==> src/stc_pkg.sv <==
// Package for the separable triangle smoothing core.
// Holds shared constants, register codes, transaction structs and filter arithmetic.
// No dependencies.
package stc_pkg;

  localparam int MAX_WIDTH_DEF  = 256;
  localparam int MAX_HEIGHT_DEF = 256;

  localparam int PIX_W     = 8;
  localparam int CFG_W     = 9;
  localparam int ENT_W     = 2 * PIX_W;  // line memory entry: {newer, older}
  localparam int OUT_W     = 24;         // smoothed, row, col
  localparam int RES_DEPTH = 4;          // result queue depth, power of two

  // configuration register indexes
  typedef enum logic [0:0] {
    CFG_MAP_WIDTH  = 1'b0,
    CFG_MAP_HEIGHT = 1'b1
  } cfg_idx_e;

  // one finished horizontal value on its way to the vertical stage
  typedef struct packed {
    logic [PIX_W-1:0] h;         // horizontal result
    logic [7:0]       row;       // low bits of its row
    logic             up_ok;     // row >= 1: the row above can be finished
    logic             row_one;   // row == 1: row above is the top edge
    logic             last_row;  // also finish this row
    logic             eor;       // last value caused by its pixel
    logic             eof;       // last value of the frame
  } hev_t;

  // one result
  typedef struct packed {
    logic [PIX_W-1:0] smoothed;
    logic [7:0]       row;
    logic [7:0]       col;
    logic             eor;
    logic             eof;
  } res_t;

  // up to two results written to the result queue in one cycle
  typedef struct packed {
    logic v0;
    logic v1;
    res_t r0;
    res_t r1;
  } res_push_t;

  // (128*a + 768*b + 128*c) >> 10
  function automatic logic [PIX_W-1:0] tri3(logic [PIX_W-1:0] a, logic [PIX_W-1:0] b,
                                            logic [PIX_W-1:0] c);
    logic [17:0] s;
    s = {3'b0, a, 7'b0} + {1'b0, b, 9'b0} + {2'b0, b, 8'b0} + {3'b0, c, 7'b0};
    return s[17:10];
  endfunction

  // edge rule: (768*center + 256*nb) >> 10
  function automatic logic [PIX_W-1:0] tri2(logic [PIX_W-1:0] center,
                                            logic [PIX_W-1:0] nb);
    logic [17:0] s;
    s = {1'b0, center, 9'b0} + {2'b0, center, 8'b0} + {2'b0, nb, 8'b0};
    return s[17:10];
  endfunction

endpackage

==> src/stc_rfifo.sv <==
// Result queue: takes up to two results per cycle, hands out one per transaction.
// Head entry is a register and holds while stalled. Depends on stc_pkg.
module stc_rfifo import stc_pkg::*; #(
  parameter int DEPTH = RES_DEPTH
) (
  input  logic      clk_i,
  input  logic      rst_ni,
  input  res_push_t push_i,
  output logic      space_ok_o,
  output logic      out_valid_o,
  input  logic      out_ready_i,
  output res_t      out_data_o
);

  localparam int AW = $clog2(DEPTH);

  res_t          mem_q [DEPTH];
  logic [AW-1:0] wr_q, rd_q;
  logic [AW:0]   cnt_q;
  logic          pop;
  logic [1:0]    n_push;

  assign pop         = out_valid_o && out_ready_i;
  assign n_push      = {1'b0, push_i.v0} + {1'b0, push_i.v1};
  assign out_valid_o = (cnt_q != '0);
  assign out_data_o  = mem_q[rd_q];
  assign space_ok_o  = (cnt_q <= (AW + 1)'(DEPTH - 2));

  always_ff @(posedge clk_i or negedge rst_ni) begin
    if (!rst_ni) begin
      wr_q  <= '0;
      rd_q  <= '0;
      cnt_q <= '0;
    end else begin
      wr_q  <= wr_q + AW'(n_push);
      rd_q  <= rd_q + AW'(pop);
      cnt_q <= cnt_q + (AW + 1)'(n_push) - (AW + 1)'(pop);
    end
  end

  always_ff @(posedge clk_i) begin
    if (push_i.v0) begin
      mem_q[wr_q] <= push_i.r0;
    end
    if (push_i.v1) begin
      mem_q[wr_q + AW'(1)] <= push_i.r1;
    end
  end

endmodule

==> config.mk <==
export PLATFORM = sky130hd
export DESIGN_NAME = stc_rfifo
export DESIGN_NICKNAME = d
export VERILOG_FILES = /design/src/stc_pkg.sv /design/src/stc_rfifo.sv
export SDC_FILE = /design/constraint.sdc
export NUM_CORES = 1
export LEC_CHECK = 0
export BUFFER_PORTS_ARGS = -buffer_cell sky130_fd_sc_hd__buf_2
export CAP_MARGIN = 20
export CORE_ASPECT_RATIO = 1.5
export CORE_MARGIN = 1
export CORE_UTILIZATION = 60
export CTS_CLUSTER_SIZE = 12
export DETAILED_ROUTE_END_ITERATION = 10
export HOLD_SLACK_MARGIN = 0.15
export PLACE_DENSITY = 0.84
export SETUP_SLACK_MARGIN = 0.05
export SLEW_MARGIN = 15
export SYNTH_ARGS = -nofsm -noshare
export SYNTH_HDL_FRONTEND = slang
export SYNTH_SLANG_ARGS = --single-unit
==> constraint.sdc <==
create_clock -name clk_i -period 4.6 [get_ports clk_i]
set_clock_uncertainty 0.2 [all_clocks]
set_input_delay 0.69 -clock clk_i [delete_from_list [all_inputs] [get_ports clk_i]]
set_output_delay 0.69 -clock clk_i [all_outputs]
set_load 0.03 [all_outputs]
==> run_results.csv <==
group,metric,value,unit
drt,ant_nets,0,
timing,setup_ws,1.54,ns
synth,ys_types,26,
floorplan,initial_core_util,61.8,%
synth,synth.yosys.warnings,0,
clocking,cts_setup_buffers,0,
setup_path,regToRegStartpoint,"wr_q[1]$_DFF_PN0_",
global_route,track_usage,23.8,%
floorplan,io_pins,85,
place,dp_cells,470,
setup_path,r2r_slack,1.91,ns
setup_path,regToRegEndpoint,"mem_q[0][9]$_DFFE_PP_",
global_route,grt_max_degree,28,
synth,yosysTopAreaCellShare,57.3,%
setup_path,crit_required,3.71,ns
floorplan,rows,42,
floorplan,core,0.00883,mm^2
timing,hold_viol,0,
place,hpwlAfterDp,6410,um
synth,ys_seq_area_share,60.5,%
min_path,worstHoldStart,"cnt_q[2]$_DFF_PN0_",
global_route,grt_pass1_wl,16100,um
drt,post-route-drc-count,0,
setup_path,startpoint_type,"flop",
timing,setup_violations,0,
clocking,cts_tree,"done",
setup_path,cp-startpoint,"rd_q[0]$_DFF_PN0_",
min_path,hold_depth,1,
synth,synth.largest_area_cell,"edfxtp_1",
floorplan,fp.dieH,119,um
min_path,min_to,"cnt_q[2]$_DFF_PN0_",
setup_path,crit_type,"flop to output pin",
synth,netlist_top_cells_area,"edfxtp_1 (57%), mux2_2 (21%), mux4_2 (11%), dfrtp_1 (3.2%), ha_1 (1.4%)",
drt,avgViaCountPerCell,6.05,
timing,whs,0.306,ns
synth,ys_ff_latch,111,
clocking,cts_hold_buf,1,
clocking,clock_latency,0.35,ns
clocking,cts_max_level,3,
timing,fin_crit_sh,66.6,%
synth,ys.flop_type,"edfxtp_1",
clocking,cts_buffers,9,
clocking,root_buffer,"clkbuf_16",
layout,fillers,592,
global_route,overflow,0,
layout,final_core_util,70.3,%
global_route,antenna_found_initial,0,
drt,totalWireLength,10400,um
timing,finalSetupTns,0,ns
place,portBuffers,84,
place,placed_area,0.00594,mm^2
place,dp_slack,1.74,ns
power_and_ir_drop,leakage,2.26,nW
global_route,grt_pass1_vias,3106,
power_and_ir_drop,powerDensity,661,mW/mm^2
synth,synthCells,290,
layout,drive_gt1_share,62.6,%
timing,tightest_slew,0.959,ns
layout,postLayoutCellArea,0.00621,mm^2
layout,n_antenna_cell,0,
layout,final_nets,436,
synth,async_reset_ff_share,6.31,%
synth,synth_commonest_cells,"edfxtp_1 (104), mux2_2 (103), mux4_2 (26)",
setup_path,crit_path_end_kind,"output pin",
clocking,cts_resized,0,
clocking,clk_path_buf_depth,2,
floorplan,die_x,79.8,um
layout,area.growth.synth_to_final,13.8,%
drt,avgRoutedWirePerCell,21.4,um
synth,netlist_area,0.00545,mm^2
synth,synth_edf_count,104,
timing,final-max-slew-violation-count,0,
synth,synth.most_common_cell,"edfxtp_1",
setup_path,ff2ff_path_depth,2,
synth,synth_area_per_cell,18.8,um^2
drt,vias,2944,
timing,period_needed,3.06,ns
clocking,clock-sinks,111,
setup_path,crit_fanout,27,
layout,fin_cells,487,
drt,drtIter0Drc,194,
floorplan,die_area,0.00948,mm^2
timing,slew_headroom,35.8,%
min_path,hold_class,"flop to flop",
timing,max_freq,0.326,GHz
place,gp_congestion,0.738,
clocking,clk_pin_slew,0.07,ns
setup_path,cp.arrival,2.17,ns
power_and_ir_drop,ir_drop,0.512,mV
status,status,"completed",
synth,synth_nets,354,
timing,rsz0062_at_grt,"no",
run,drv_cap,0,
power_and_ir_drop,p_total,4.10,mW
drt,drtPass1Iterations,4,
-- area by class of cell --
type	count	area, um^2	share of cell area [%]
Inverter	7	26.3	0.423
Multi-Input combinational cell	155	2030	32.7
Clock inverter	5	25.0	0.403
Tap cell	110	138	2.22
Timing Repair Buffer	88	453	7.30
Sequential cell	111	3300	53.2
Clock buffer	11	233	3.75
-- power breakdown --
group / internal [mW] / switching (mW) / leakage [nW]
sequential: 1.54 / 0.212 / 1.06
combinational: 0.707 / 0.952 / 1.08
clock: 0.362 / 0.330 / 0.124
-- sequential cells by signal (all words and copies together), names as in the netlist --
name   cells
mem_q    104
rd_q       2
wr_q       2
cnt_q      3
-- worst max path at each step --
stage                                   to  slack, ns  depth (start not counted)
floorplan            mem_q[2][0]$_DFFE_PP_       1.34                          2
global placement    mem_q[0][10]$_DFFE_PP_       1.73                          3
detailed placement  mem_q[0][14]$_DFFE_PP_       1.74                          3
CTS                         out_data_o[24]       1.47                          2
global route                out_data_o[24]       1.38                          2
finish                      out_data_o[24]       1.54                          2
-- layer usage --
layer	global-route usage (%)	vias up	share of wire (%)
met3	6.02	21	5.2
li1	-	1340	-
met2	39.5	89	53
met4	9.82	0	2.4
met5	0	-	0
met1	29.5	1494	40
-- worst max-delay path, cell delays in order, from the launching register on --
cell	delay, ns
dfrtp_2	0.99
mux4_2	0.63
buf_2	0.20
-- cells by family (layout without fill, tap and decap cells) --
kind of cell	after synthesis	in the layout	share of synthesized area, %
flip-flops	111	111	60.5
multiplexers	131	131	32.4
XOR/XNOR	5	5	0.803
buffers and inverters	24	111	2.94
adder cells (fa/ha/maj)	7	7	1.74
AO/OA/AOI/OAI	3	3	0.275
AND/OR/NAND/NOR	9	9	1.35
-- cells in the final DEF, fill, tap and decap left out --
cell type      instances
buf_2                 84
nand3_2                1
clkbuf_16              9
mux4_2                26
nor3b_4                1
clkinvlp_4             1
clkinv_1               2
or3_1                  1
buf_4                  3
dlygate4sd3_1          1
xnor2_1                3
mux2_2               103
a21oi_1                1
nand2b_1               1
and2_1                 1
nand3b_2               1
nand3b_1               1
mux2i_1                1
dfrtp_1                6
clkbuf_1               2
fa_1                   1
o21ai_4                2
clkinv_2               2
ha_1                   6
nor2_4                 2
mux2_1                 1
dfrtp_2                1
inv_1                  7
xor2_1                 2
edfxtp_1             104
Power figures use the tool's default switching activity.
