`src/stc_pkg.sv`:
```
// Package for the separable triangle smoothing core.
// Holds shared constants, register codes, transaction structs and filter arithmetic.
// No dependencies.
package stc_pkg;

  localparam int MAX_WIDTH_DEF  = 256;
  localparam int MAX_HEIGHT_DEF = 256;

  localparam int PIX_W     = 8;
  localparam int CFG_W     = 9;
  localparam int ENT_W     = 2 * PIX_W;  // line memory entry: {newer, older}
  localparam int OUT_W     = 24;         // smoothed, row, col
  localparam int RES_DEPTH = 4;          // result queue depth, power of two

  // configuration register indexes
  typedef enum logic [0:0] {
    CFG_MAP_WIDTH  = 1'b0,
    CFG_MAP_HEIGHT = 1'b1
  } cfg_idx_e;

  // one finished horizontal value on its way to the vertical stage
  typedef struct packed {
    logic [PIX_W-1:0] h;         // horizontal result
    logic [7:0]       row;       // low bits of its row
    logic             up_ok;     // row >= 1: the row above can be finished
    logic             row_one;   // row == 1: row above is the top edge
    logic             last_row;  // also finish this row
    logic             eor;       // last value caused by its pixel
    logic             eof;       // last value of the frame
  } hev_t;

  // one result
  typedef struct packed {
    logic [PIX_W-1:0] smoothed;
    logic [7:0]       row;
    logic [7:0]       col;
    logic             eor;
    logic             eof;
  } res_t;

  // up to two results written to the result queue in one cycle
  typedef struct packed {
    logic v0;
    logic v1;
    res_t r0;
    res_t r1;
  } res_push_t;

  // (128*a + 768*b + 128*c) >> 10
  function automatic logic [PIX_W-1:0] tri3(logic [PIX_W-1:0] a, logic [PIX_W-1:0] b,
                                            logic [PIX_W-1:0] c);
    logic [17:0] s;
    s = {3'b0, a, 7'b0} + {1'b0, b, 9'b0} + {2'b0, b, 8'b0} + {3'b0, c, 7'b0};
    return s[17:10];
  endfunction

  // edge rule: (768*center + 256*nb) >> 10
  function automatic logic [PIX_W-1:0] tri2(logic [PIX_W-1:0] center,
                                            logic [PIX_W-1:0] nb);
    logic [17:0] s;
    s = {1'b0, center, 9'b0} + {2'b0, center, 8'b0} + {2'b0, nb, 8'b0};
    return s[17:10];
  endfunction

endpackage

```
`src/stc_hpass.sv`:
```
// Horizontal pass: raster position, previous pixels and horizontal 3-tap filter.
// Issues one finished horizontal value per cycle while the vertical pass has a free slot;
// the last column's value is held in a register and issued in the next free slot. Depends on stc_pkg.
module stc_hpass import stc_pkg::*; #(
  parameter int MAX_WIDTH  = MAX_WIDTH_DEF,
  parameter int MAX_HEIGHT = MAX_HEIGHT_DEF,
  localparam int CW = $clog2(MAX_WIDTH)
) (
  input  logic             clk_i,
  input  logic             rst_ni,
  input  logic [CFG_W-1:0] map_width_i,
  input  logic [CFG_W-1:0] map_height_i,
  input  logic             in_valid_i,
  output logic             in_ready_o,
  input  logic [PIX_W-1:0] pixel_i,
  input  logic             slot_free_i,
  output logic             iss_valid_o,
  output logic [CW-1:0]    iss_col_o,
  output hev_t             iss_ev_o
);

  localparam int RW  = $clog2(MAX_HEIGHT);
  localparam int WW  = $clog2(MAX_WIDTH + 1);
  localparam int HW  = $clog2(MAX_HEIGHT + 1);
  localparam int CMW = (WW > CFG_W) ? WW : CFG_W;
  localparam int CMH = (HW > CFG_W) ? HW : CFG_W;

  logic [CW-1:0]    col_q, col_d;
  logic [RW-1:0]    row_q, row_d;
  logic [PIX_W-1:0] prev_q, prev2_q;
  logic             df_valid_q, df_valid_d;
  hev_t             df_q;
  logic [CW-1:0]    df_col_q;

  logic [CMW-1:0] w_ext;
  logic [CMH-1:0] h_ext;
  logic [WW-1:0]  w_eff;
  logic [HW-1:0]  h_eff;
  logic [CW-1:0]  c;
  logic [RW-1:0]  r;
  logic           last_col, last_row, accept;
  hev_t           ev_a, ev_b;

  // effective size: out-of-range values clamp to 2 or the maximum
  always_comb begin
    w_ext = CMW'(map_width_i);
    h_ext = CMH'(map_height_i);
    if (w_ext < CMW'(2)) begin
      w_eff = WW'(2);
    end else if (w_ext > CMW'(MAX_WIDTH)) begin
      w_eff = WW'(MAX_WIDTH);
    end else begin
      w_eff = WW'(w_ext);
    end
    if (h_ext < CMH'(2)) begin
      h_eff = HW'(2);
    end else if (h_ext > CMH'(MAX_HEIGHT)) begin
      h_eff = HW'(MAX_HEIGHT);
    end else begin
      h_eff = HW'(h_ext);
    end
  end

  // position clamped to the current size
  always_comb begin
    c = (WW'(col_q) >= w_eff) ? CW'(w_eff - WW'(1)) : col_q;
    r = (HW'(row_q) >= h_eff) ? RW'(h_eff - HW'(1)) : row_q;
    last_col = (WW'(c) == w_eff - WW'(1));
    last_row = (HW'(r) == h_eff - HW'(1));
  end

  // horizontal values: left neighbor column finished now, last column deferred
  always_comb begin
    ev_a.h        = (c == CW'(1)) ? tri2(prev_q, pixel_i) : tri3(prev2_q, prev_q, pixel_i);
    ev_a.row      = 8'(r);
    ev_a.up_ok    = (r != '0);
    ev_a.row_one  = (r == RW'(1));
    ev_a.last_row = last_row;
    ev_a.eor      = !last_col;
    ev_a.eof      = 1'b0;
    ev_b          = ev_a;
    ev_b.h        = tri2(pixel_i, prev_q);
    ev_b.eor      = 1'b1;
    ev_b.eof      = last_row;
  end

  assign in_ready_o = slot_free_i;
  assign accept     = in_valid_i && in_ready_o;

  // issue: a deferred value goes first; it only pends while column 0 is next
  always_comb begin
    iss_valid_o = accept && (c != '0);
    iss_col_o   = c - CW'(1);
    iss_ev_o    = ev_a;
    if (df_valid_q) begin
      iss_valid_o = slot_free_i;
      iss_col_o   = df_col_q;
      iss_ev_o    = df_q;
    end
  end

  // next position
  always_comb begin
    col_d      = col_q;
    row_d      = row_q;
    df_valid_d = (accept && last_col) || (df_valid_q && !slot_free_i);
    if (accept) begin
      if (last_col) begin
        col_d = '0;
        row_d = last_row ? '0 : r + RW'(1);
      end else begin
        col_d = c + CW'(1);
      end
    end
  end

  always_ff @(posedge clk_i or negedge rst_ni) begin
    if (!rst_ni) begin
      col_q      <= '0;
      row_q      <= '0;
      prev_q     <= '0;
      prev2_q    <= '0;
      df_valid_q <= 1'b0;
    end else begin
      col_q      <= col_d;
      row_q      <= row_d;
      df_valid_q <= df_valid_d;
      if (accept) begin
        prev2_q <= prev_q;
        prev_q  <= pixel_i;
      end
    end
  end

  // deferred last-column value
  always_ff @(posedge clk_i) begin
    if (accept && last_col) begin
      df_q     <= ev_b;
      df_col_q <= c;
    end
  end

endmodule

```
`config.mk`:
```
export PLATFORM = sky130hd
export DESIGN_NAME = stc_hpass
export DESIGN_NICKNAME = d
export VERILOG_FILES = /design/src/stc_pkg.sv /design/src/stc_hpass.sv
export SDC_FILE = /design/constraint.sdc
export NUM_CORES = 1
export LEC_CHECK = 0
export ABC_AREA = 1
export BUFFER_PORTS_ARGS = -buffer_cell sky130_fd_sc_hd__buf_2
export CORE_MARGIN = 4
export CORE_UTILIZATION = 40
export DETAILED_ROUTE_END_ITERATION = 7
export PLACE_DENSITY_LB_ADDON = 0.3
export SLEW_MARGIN = 25
export SYNTH_ARGS = -nofsm -noshare
export SYNTH_HDL_FRONTEND = slang
export SYNTH_SLANG_ARGS = --single-unit
```
`constraint.sdc`:
```
create_clock -name clk_i -period 5.3 [get_ports clk_i]
set_clock_uncertainty 0.05 [all_clocks]
set_input_delay 0.53 -clock clk_i [delete_from_list [all_inputs] [get_ports clk_i]]
set_output_delay 0.53 -clock clk_i [all_outputs]
set_load 0.01 [all_outputs]
```
==> run_results.csv <==
group,metric,value,unit
outcome,status,"completed",
yosys,ys_seq_area_share,26.8,%
floorplanning,start_util,41.4,%
critical_path,path_max_fanout,6,
global_route,grt_pass1_wl,25000,µm
cts,cts_sinks,60,
critical_path,arrival,3.85,ns
drt,wirelength,14700,µm
cts,cts_buffers,9,
drt,drtAntennaViolNets,0,
yosys,synth_most_common_cell,"nand2_1",
power_and_ir_drop,ir_drop,228,µV
hold_path,hp-class,"in2async",
yosys,synth_cells,827,
sta,layout_min_cycle_time,4.43,ns
placement,gp_congestion,0.873,
critical_path,endpoint_kind,"output port",
power_and_ir_drop,p_leak,3.48,nW
placement,port_buffers,60,
cts,cts.hold.buffers_added,0,
drt,top_layer,"met4",
yosys,syn_avg_cell_area,7.39,µm²
cts,clockBufferDepth,2,
cts,clock_latency,0.33,ns
drt,via_count,5300,
run,cap_viol_max_count,0,
critical_path,cp.required,4.72,ns
sta,worst_pin_slew,0.814,ns
drt,met3_wirelength,554,µm
finish,post-route-util,46.8,%
cts,cts.reportedPaths.clkPinSlew,0.06,ns
sta,relSlewSlack,45.8,%
finish,nNetsFinal,996,
yosys,synth.distinct_cells,42,
drt,viasPerCell,4.93,
floorplanning,dieHeight,132,µm
finish,antenna_cells,0,
global_route,grt_max_degree,39,
critical_path,worst_setup_path_start_kind,"register",
cts,postCtsSetupBuffers,0,
drt,wl_per_cell,13.6,µm
global_route,grt-ovfl-total,0,
finish,seq_area,1640,µm²
sta,max_freq,0.226,GHz
global_route,antenna_found_initial,0,
yosys,yosys.area.top_type,"nand2_1",
placement,dp_hpwl,11500,µm
sta,fin_setup_tns,0,ns
finish,finalInstanceArea,6900,µm²
cts,cts_resized,0,
floorplanning,core_area,14800,µm²
yosys,synth_ff_type,"dfrtp_1",
global_route,grt_pass1_vias,5029,
drt,wl_met2,6640,µm
global_route,grt_usage,17.5,%
cts,cts_tree,"yes",
drt,drc,0,
placement,place_area,6590,µm²
sta,hold_ws,0.244,ns
yosys,async_reset_ff_share,55.0,%
sta,report.final.slew_viol_count,0,
finish,drive_above_1_share,13.5,%
drt,drt_iter0_markers,343,
floorplanning,dieWidth,132,µm
sta,setup_viol,0,
cts,htreeDepth,3,
critical_path,path_class,"reg2out",
critical_path,rr_worst_depth,15,
finish,area_growth,13.0,%
yosys,yosysWarnings,0,
finish,n_fill_cell,1512,
yosys,synth_top_area_share,15.8,%
sta,finalCritPeriodShare,83.6,%
sta,rsz0062_at_grt,"false",
yosys,ys_seq_elements,60,
cts,clock-root-buffer,"clkbuf_16",
yosys,synth_area,6110,µm²
drt,wl_met1,7330,µm
floorplanning,core.rowCount,44,
finish,multi_input_area,3980,µm²
yosys,synth_fp_nets,936,
yosys,synthTopCellsByCount,"257 x nand2_1, 100 x inv_1, 69 x nand3_1",
yosys,yosys-top-cells-area,"nand2_1 16%, dfrtp_1 14%, edfxtp_1 13%",
sta,hold_violations,0,
power_and_ir_drop,power.density,501,nW/µm²
floorplanning,io_pins,61,
yosys,synth-edff-count,27,
drt,dr.pass1.iters,5,
floorplanning,dieArea,17300,µm²
## kinds of logic after synthesis
logic type                 count (synthesis)  synth area share (%)
AOI/OAI and AO/OA                         87                  7.95
xor gates and xnor gates                  33                  4.73
adders and majority gates                 79                  19.9
buffers and inverters                    123                  8.03
DFF                                       60                  26.8
and+or+nand+nor                          445                  32.6
## state kept, by name, indices dropped and copies added, names as in the netlist
name	cells
df_q	19
prev_q	8
row_q	8
df_valid_q	1
prev2_q	8
df_col_q	8
col_q	8
## where the power goes
part / switching (W) / internal (W)
Clock: 0.000225 / 0.000410
Combinational: 0.00135 / 0.000824
Sequential: 0.0000690 / 0.000577
Total: 0.00165 / 0.00181
## layer usage
metal	up-vias	GRT usage (%)
li1	2790	-
met1	2395	24.6
met3	11	2.60
met2	104	28.7
met5	-	0
met4	0	3.85
## layout by cell type, fill, tap and decap left out, types with 4 or more instances in the layout
master and count:
buf_2 60, xnor2_1 13, nand2_1 257, ha_1 49, clkbuf_16 9, nand2_2 6, inv_2 6, nand4_1 19
nor2_1 66, edfxtp_1 27, nor2_2 9, nand3_1 69, o21ai_1 7, dfrtp_1 33, a21oi_1 20, inv_1 100
fa_1 30, o21ai_0 50, nand2_4 4, clkinv_4 4, xor2_1 20
## layout make-up
type | count | area share [%]
clock buffers | 9 | 3.26
flip-flops and latches | 60 | 23.7
multi-input cells | 644 | 57.7
repair buffers | 62 | 4.57
clock inverters | 7 | 1.32
well taps | 184 | 3.34
inverters | 110 | 6.13
## final timing paths
path	startpoint	endpoint	slack (ns)
min in group clk_i	prev2_q[0]$_DFFE_PN0P_	prev2_q[0]$_DFFE_PN0P_	0.43
hold / removal	rst_ni	prev_q[6]$_DFFE_PN0P_	0.24
hold reg to reg	prev2_q[0]$_DFFE_PN0P_	prev2_q[0]$_DFFE_PN0P_	0.43
max in group asynchronous	rst_ni	row_q[5]$_DFFE_PN0P_	4.44
setup / recovery	prev_q[1]$_DFFE_PN0P_	iss_ev_o[20]	0.87
setup reg to reg	col_q[2]$_DFFE_PN0P_	df_q[12]$_DFFE_PP_	2.08
## stage by stage
step	cells	total power, W	worst slack (ns)
6_report	1076	0.00346	0.870
3_5_place_dp	1060	0.00284	0.921
4_1_cts	1076	0.00349	0.888
5_1_grt	1076	0.00381	0.566
3_3_place_gp	1060	0.00283	0.980
2_1_floorplan	827	0.00222	1.65
## critical path, stage by stage (launching register included)
cell and delay, ns:
dfrtp_1 0.56, fa_1 0.50, fa_1 0.51, nand4_1 0.16, fa_1 0.44, o21ai_0 0.32, nand2_1 0.09, nand2_1 0.08
a21oi_1 0.09, inv_1 0.06, a21oi_1 0.06, nor2_1 0.09, nor2_1 0.06, xor2_1 0.14, nand2_1 0.07, nand3_1 0.06
nand2_1 0.10, buf_2 0.13
Note: power is estimated with default switching activity, not from simulation.
